### config.mk
export PLATFORM = sky130hd
export DESIGN_NAME = pcwh_front_flat
export DESIGN_NICKNAME = d
export VERILOG_FILES = /design/src/rtl/core/pcwh_pkg.sv /design/src/rtl/core/pcwh_in_if.sv /design/src/rtl/core/pcwh_front.sv /design/src/flat_wrapper.sv
export SDC_FILE = /design/constraint.sdc
export NUM_CORES = 1
export LEC_CHECK = 0
export BUFFER_PORTS_ARGS = -buffer_cell sky130_fd_sc_hd__buf_4
export CORE_MARGIN = 3
export CORE_UTILIZATION = 35
export DETAILED_ROUTE_END_ITERATION = 7
export GPL_TIMING_DRIVEN = 0
export SYNTH_ARGS = -nofsm -noshare
export SYNTH_HDL_FRONTEND = slang
export SYNTH_SLANG_ARGS = --single-unit
### constraint.sdc
create_clock -name clk -period 6.79 [get_ports clk]
set_clock_uncertainty 0.05 [all_clocks]
set_input_delay 0.679 -clock clk [delete_from_list [all_inputs] [get_ports clk]]
set_output_delay 0.679 -clock clk [all_outputs]
set_load 0.005 [all_outputs]
### src/rtl/core/pcwh_pkg.sv
package pcwh_pkg;

    localparam int DATA_W         = 64;
    localparam int FUNC_W         = 2;
    localparam int BASE_W         = 48;
    localparam int BLOCK_W        = 25;
    localparam int LEN_W          = 46;
    localparam int INDEX_BITS     = 45;
    localparam int BLOCK_POS_BITS = 24;
    localparam int CFG_IDX_W      = 2;
    localparam int LANES          = 8;
    localparam int LANE_W         = 3;
    localparam int HALF_W         = DATA_W / 2;
    localparam int QUEUE_DEPTH    = 2;
    localparam int QPTR_W         = 1;
    localparam int QCNT_W         = 2;

    // input func codes
    localparam logic [FUNC_W-1:0] FUNC_GEN     = 2'd0;
    localparam logic [FUNC_W-1:0] FUNC_CHECK   = 2'd1;
    localparam logic [FUNC_W-1:0] FUNC_RESTART = 2'd2;

    // classified operations handed from front to back
    typedef logic [1:0] op_t;
    localparam op_t OP_GEN     = 2'd0;
    localparam op_t OP_CHECK   = 2'd1;
    localparam op_t OP_RESTART = 2'd2;
    localparam op_t OP_NOP     = 2'd3;

    // configuration register indexes
    localparam logic [CFG_IDX_W-1:0] CFG_SEED   = 2'd0;
    localparam logic [CFG_IDX_W-1:0] CFG_BASE   = 2'd1;
    localparam logic [CFG_IDX_W-1:0] CFG_BLOCK  = 2'd2;
    localparam logic [CFG_IDX_W-1:0] CFG_LENGTH = 2'd3;

    localparam logic [DATA_W-1:0]  XS_MULT      = 64'h2545_F491_4F6C_DD1D;
    localparam logic [DATA_W-1:0]  FNV_BASIS    = 64'hCBF2_9CE4_8422_2325;
    // FNV prime is 2^40 + 0x1b3
    localparam int                 FNV_SHIFT    = 40;
    localparam logic [8:0]         FNV_PRIME_LO = 9'h1B3;
    localparam logic [BLOCK_W-1:0] BLOCK_RESET  = 25'd512;
    localparam logic [LEN_W-1:0]   LENGTH_RESET = 46'd512;

    typedef struct packed {
        op_t               op;
        logic [DATA_W-1:0] read_word;
    } item_t;

    function automatic logic [DATA_W-1:0] xs_shift(input logic [DATA_W-1:0] s);
        logic [DATA_W-1:0] v;
        v = s ^ (s >> 12);
        v = v ^ (v << 25);
        v = v ^ (v >> 27);
        return v;
    endfunction

    function automatic logic [DATA_W-1:0] fnv_step(input logic [DATA_W-1:0] h,
                                                   input logic [7:0] b);
        logic [DATA_W-1:0] x;
        logic [DATA_W-1:0] lo;
        x  = h ^ DATA_W'(b);
        lo = DATA_W'(x * DATA_W'(FNV_PRIME_LO));
        return (x << FNV_SHIFT) + lo;
    endfunction

endpackage

### src/rtl/core/pcwh_in_if.sv
interface pcwh_in_if;
    logic                          valid;
    logic                          ready;
    logic [pcwh_pkg::FUNC_W-1:0]   func;
    logic [pcwh_pkg::DATA_W-1:0]   read_word;

    modport source (output valid, output func, output read_word, input ready);
    modport sink   (input valid, input func, input read_word, output ready);
endinterface

### src/rtl/core/pcwh_front.sv
module pcwh_front
(
    input  logic                clk,
    input  logic                rst_n,
    pcwh_in_if.sink             in_ch,
    output logic                item_valid,
    output pcwh_pkg::item_t     item,
    input  logic                item_pop
);

    pcwh_pkg::item_t                  q_reg [pcwh_pkg::QUEUE_DEPTH];
    logic [pcwh_pkg::QPTR_W-1:0]      wr_ptr_reg;
    logic [pcwh_pkg::QPTR_W-1:0]      rd_ptr_reg;
    logic [pcwh_pkg::QCNT_W-1:0]      count_reg;
    logic [pcwh_pkg::QCNT_W-1:0]      count_next;
    logic                             push;
    pcwh_pkg::op_t                    op_dec;

    // classify func into an operation code
    always_comb
    begin
        case (in_ch.func)
            pcwh_pkg::FUNC_GEN:     op_dec = pcwh_pkg::OP_GEN;
            pcwh_pkg::FUNC_CHECK:   op_dec = pcwh_pkg::OP_CHECK;
            pcwh_pkg::FUNC_RESTART: op_dec = pcwh_pkg::OP_RESTART;
            default:                op_dec = pcwh_pkg::OP_NOP;
        endcase
    end

    assign in_ch.ready = (count_reg != pcwh_pkg::QCNT_W'(pcwh_pkg::QUEUE_DEPTH));
    assign push        = in_ch.valid && in_ch.ready;
    assign item_valid  = (count_reg != '0);
    assign item        = q_reg[rd_ptr_reg];

    always_comb
    begin
        count_next = count_reg;
        if (push && !item_pop)
        begin
            count_next = count_reg + pcwh_pkg::QCNT_W'(1);
        end
        else if (!push && item_pop)
        begin
            count_next = count_reg - pcwh_pkg::QCNT_W'(1);
        end
    end

    always_ff @(posedge clk or negedge rst_n)
    begin
        if (!rst_n)
        begin
            wr_ptr_reg <= '0;
            rd_ptr_reg <= '0;
            count_reg  <= '0;
        end
        else
        begin
            count_reg <= count_next;
            if (push)
            begin
                wr_ptr_reg <= wr_ptr_reg + pcwh_pkg::QPTR_W'(1);
            end
            if (item_pop)
            begin
                rd_ptr_reg <= rd_ptr_reg + pcwh_pkg::QPTR_W'(1);
            end
        end
    end

    always_ff @(posedge clk)
    begin
        if (push)
        begin
            q_reg[wr_ptr_reg].op        <= op_dec;
            q_reg[wr_ptr_reg].read_word <= in_ch.read_word;
        end
    end

    a_no_overfill: assert property (@(posedge clk) disable iff (!rst_n)
        count_reg <= pcwh_pkg::QCNT_W'(pcwh_pkg::QUEUE_DEPTH))
        else $error("queue count above depth");

    a_pop_nonempty: assert property (@(posedge clk) disable iff (!rst_n)
        item_pop |-> (count_reg != '0))
        else $error("pop from empty queue");

endmodule

### src/flat_wrapper.sv
// flat-port wrapper written by rule: the top's interface ports become plain ports
module pcwh_front_flat 
  (clk, rst_n, item_valid, item, item_pop, in_ch_valid, in_ch_func, in_ch_read_word, in_ch_ready);
  pcwh_in_if in_ch_i ();
  input  logic clk;
  input  logic rst_n;
  output logic item_valid;
  output pcwh_pkg::item_t item;
  input  logic item_pop;
  input wire logic [$bits(in_ch_i.valid)-1:0] in_ch_valid;
  input wire logic [$bits(in_ch_i.func)-1:0] in_ch_func;
  input wire logic [$bits(in_ch_i.read_word)-1:0] in_ch_read_word;
  output wire logic [$bits(in_ch_i.ready)-1:0] in_ch_ready;
  assign in_ch_i.valid = in_ch_valid;
  assign in_ch_i.func = in_ch_func;
  assign in_ch_i.read_word = in_ch_read_word;
  assign in_ch_ready = in_ch_i.ready;
  pcwh_front u_core (.clk(clk), .rst_n(rst_n), .in_ch(in_ch_i), .item_valid(item_valid), .item(item), .item_pop(item_pop));
endmodule
==> impl_metrics.py <==
metrics = {
    "outcome": {
        "status": "finished clean",
    },
    "setup_path": {
        "critPathBufInv": 3,
        "reg2reg_to": "u_core.q_reg[0][11]$_DFFE_PP_",
        "crit_path_start_kind": "flop",
        "cpPeakStageDelay_ps": 380,
        "worstSetupEndpointType": "primary output",
        "r2r_start": "u_core.count_reg[0]$_DFFE_PN0P_",
        "rr_worst_depth": 4,
        "slowest_stage": "dfrtp_1",
        "cp.arrival_ps": 1700,
        "criticalPathCategory": "flop to primary output",
        "crit_chain": "buf_4 > buf_6 > mux2_4 > buf_4",
        "crit_top_cell": "buf_4",
        "reg2reg_slack_ps": 4780,
        "crit_fanout": 10,
        "worst_ep_required_time_ps": 6060,
        "crit_family": "buffers and inverters",
    },
    "drt": {
        "drtIter0Drc": 90,
        "viasPerCell": 4.38,
        "route.met2.wl_um": 4530,
        "top_layer": "met4",
        "wl_um": 8860,
        "wl_met3_um": 645,
        "vias": 2523,
        "ant_nets": 0,
        "drt_first_pass_iters": 4,
        "drc_errors": 0,
        "routedWlPerCell_um": 15.4,
        "met1Wirelength_um": 3550,
    },
    "pwr": {
        "power_mw": 2.96,
        "p_leak_nw": 2.70,
        "ir_drop_mv": 0.294,
        "power.density_nw_per_um2": 425,
    },
    "clocking": {
        "post-cts-setup-buffer-count": 0,
        "cts_root_buf": "clkbuf_16",
        "cts_sinks": 136,
        "h-tree-depth": 4,
        "clock_latency_ps": 410,
        "clk_pin_slew_ps": 50,
        "cts_made_buffers": 17,
        "cts_tree": "yes",
        "cts_max_path_buffers": 2,
    },
    "timing": {
        "setup_viol": 0,
        "hold_ws_ps": 396,
        "period_share_pct": 35.8,
        "grt_setup_unrepaired": "false",
        "max_freq_ghz": 0.411,
        "hold_viol_final": 0,
        "slew_viol_final": 0,
        "min_period_ps": 2430,
        "fin_tns_setup_ps": 0,
        "slew_headroom_pct": 49.3,
        "tightest_slew_ps": 759,
    },
    "yosys": {
        "synth_top_family_by_area": "multiplexers",
        "synthXorXnorAreaFrac_pct": 0.862,
        "post-synth-top-area-cell": "edfxtp_1",
        "synth_compound_area_share_pct": 0,
        "synth_top_cells_by_count": "edfxtp_1, mux2_2, mux2_4",
        "ys.flop_type": "edfxtp_1",
        "synth_area_per_cell_sq_um": 22.6,
        "postSynthCellCount": 225,
        "synthMuxAreaShare_pct": 16.9,
        "yosys-top-cells-area": "edfxtp_1, mux2_4, mux2_2",
        "yosys_warnings": 0,
        "async_flop_share_pct": 2.94,
        "syn-cell-area_sq_um": 5080,
        "synth_top_cell_area_share_pct": 78.1,
        "synth-edff-count": 132,
        "synthAdderAreaFrac_pct": 0.246,
        "syn-num-nets": 296,
        "yosysMostFrequentCell": "edfxtp_1",
        "ys_types": 17,
        "synthSimpleGateAreaFrac_pct": 0.591,
        "synth.ff_latch_count": 136,
        "ys_seq_area_share_pct": 80.0,
    },
    "die": {
        "num_io_pins": 138,
        "die_x_um": 126,
        "die-height_um": 126,
        "initial_utilization_pct": 36.2,
        "core_area_sq_um": 14000,
        "die_area_sq_um": 16000,
        "rows": 43,
    },
    "cells_and_area": {
        "syn_to_final_growth_pct": 37.0,
        "largest_reg_flops": 132,
        "fin_area_sq_um": 6960,
        "antennaDiodeCount": 0,
        "fin_nets": 454,
        "drive_above_1_share_pct": 60.4,
    },
    "placement": {
        "gp_congestion": 0.687,
        "hpwlAfterDp_um": 5990,
        "io_buffers": 135,
        "place_area_sq_um": 6400,
    },
    "global_routing": {
        "grt_pass1_wl_um": 13700,
        "grt_max_degree": 42,
        "grt_overflow": 0,
        "track_usage_pct": 11.5,
        "antenna_found_initial": 0,
        "grt_pass1_vias": 2695,
    },
    "hold_path": {
        "hold_depth": 2,
        "min_to": "u_core.rd_ptr_reg$_DFFE_PN0P_",
        "worstHoldStart": "item_pop",
        "min_path_type": "input port to flop",
    },
    "job": {
        "drv_cap": 0,
    },
}
repair_timing:
item / 4_1_cts / 5_1_grt
hold buffers: 1 / 0
endpoints found under the hold margin: 4 / 0
gates resized for setup: 0 / 0
cell type report:
class | count | area (sq um)
well taps | 180 | 225
inverters | 2 | 7.51
clock inverters | 13 | 111
plain buffers | 9 | 63.8
multi-input cells | 78 | 955
repair buffers | 139 | 1100
clock buffers | 19 | 433
flip-flops and latches | 136 | 4060
fillers | 1187 | 7080
worst max path at each step:
stage,from,end,slack [ps],depth (start not counted)
after floorplan,in_ch_valid,u_core.q_reg[0][0]$_DFFE_PP_,2720,2
after global placement,in_ch_valid,u_core.q_reg[0][5]$_DFFE_PP_,780,3
after detailed placement,in_ch_valid,u_core.q_reg[0][20]$_DFFE_PP_,4610,4
after CTS,u_core.rd_ptr_reg$_DFFE_PN0P_,item[28],4310,4
after global routing,u_core.rd_ptr_reg$_DFFE_PN0P_,item[2],4260,4
final,u_core.rd_ptr_reg$_DFFE_PN0P_,item[28],4360,4
cell usage in the layout, fill, tap and decap left out, types with 4 or more instances in the layout:
master       n
clkinv_1     5
clkbuf_16   17
clkinv_2     5
mux2_2      36
buf_4      136
dfrtp_1      4
edfxtp_1   132
mux2_4      30
clkbuf_1     4
through the flow:
stage          util [%]  instances  setup WS, ps
6_report           49.6        576          4360
5_1_grt            49.6        576          4260
4_1_cts            49.6        576          4310
3_5_place_dp       45.6        543          4610
3_3_place_gp       45.0        540           779
2_1_floorplan         -        225          2720
cell families after synthesis:
logic type | after synthesis
AND/OR/NAND/NOR | 6
adder cells (fa/ha/maj) | 1
XOR/XNOR | 5
multiplexers | 66
flip-flops | 136
buffers and inverters | 11
power breakdown:
part | leakage [nW] | switching [mW] | internal [mW]
registers | 1.27 | 0.0479 | 1.15
logic | 1.16 | 0.382 | 0.540
clock network | 0.268 | 0.311 | 0.529
total | 2.70 | 0.741 | 2.22
layer usage:
layer / vias to the layer above / global-route usage, %
li1: 1198 / -
met5: - / 0
met4: 0 / 6.06
met2: 88 / 18.4
met3: 10 / 5.35
met1: 1227 / 12.7
worst register-to-register path: stages (launching register included):
cell      delay, ps
dfrtp_1         420
nand2b_1        190
nand2_1         150
nor2_4          610
buf_12          270
(Power assumes the default switching activity.)
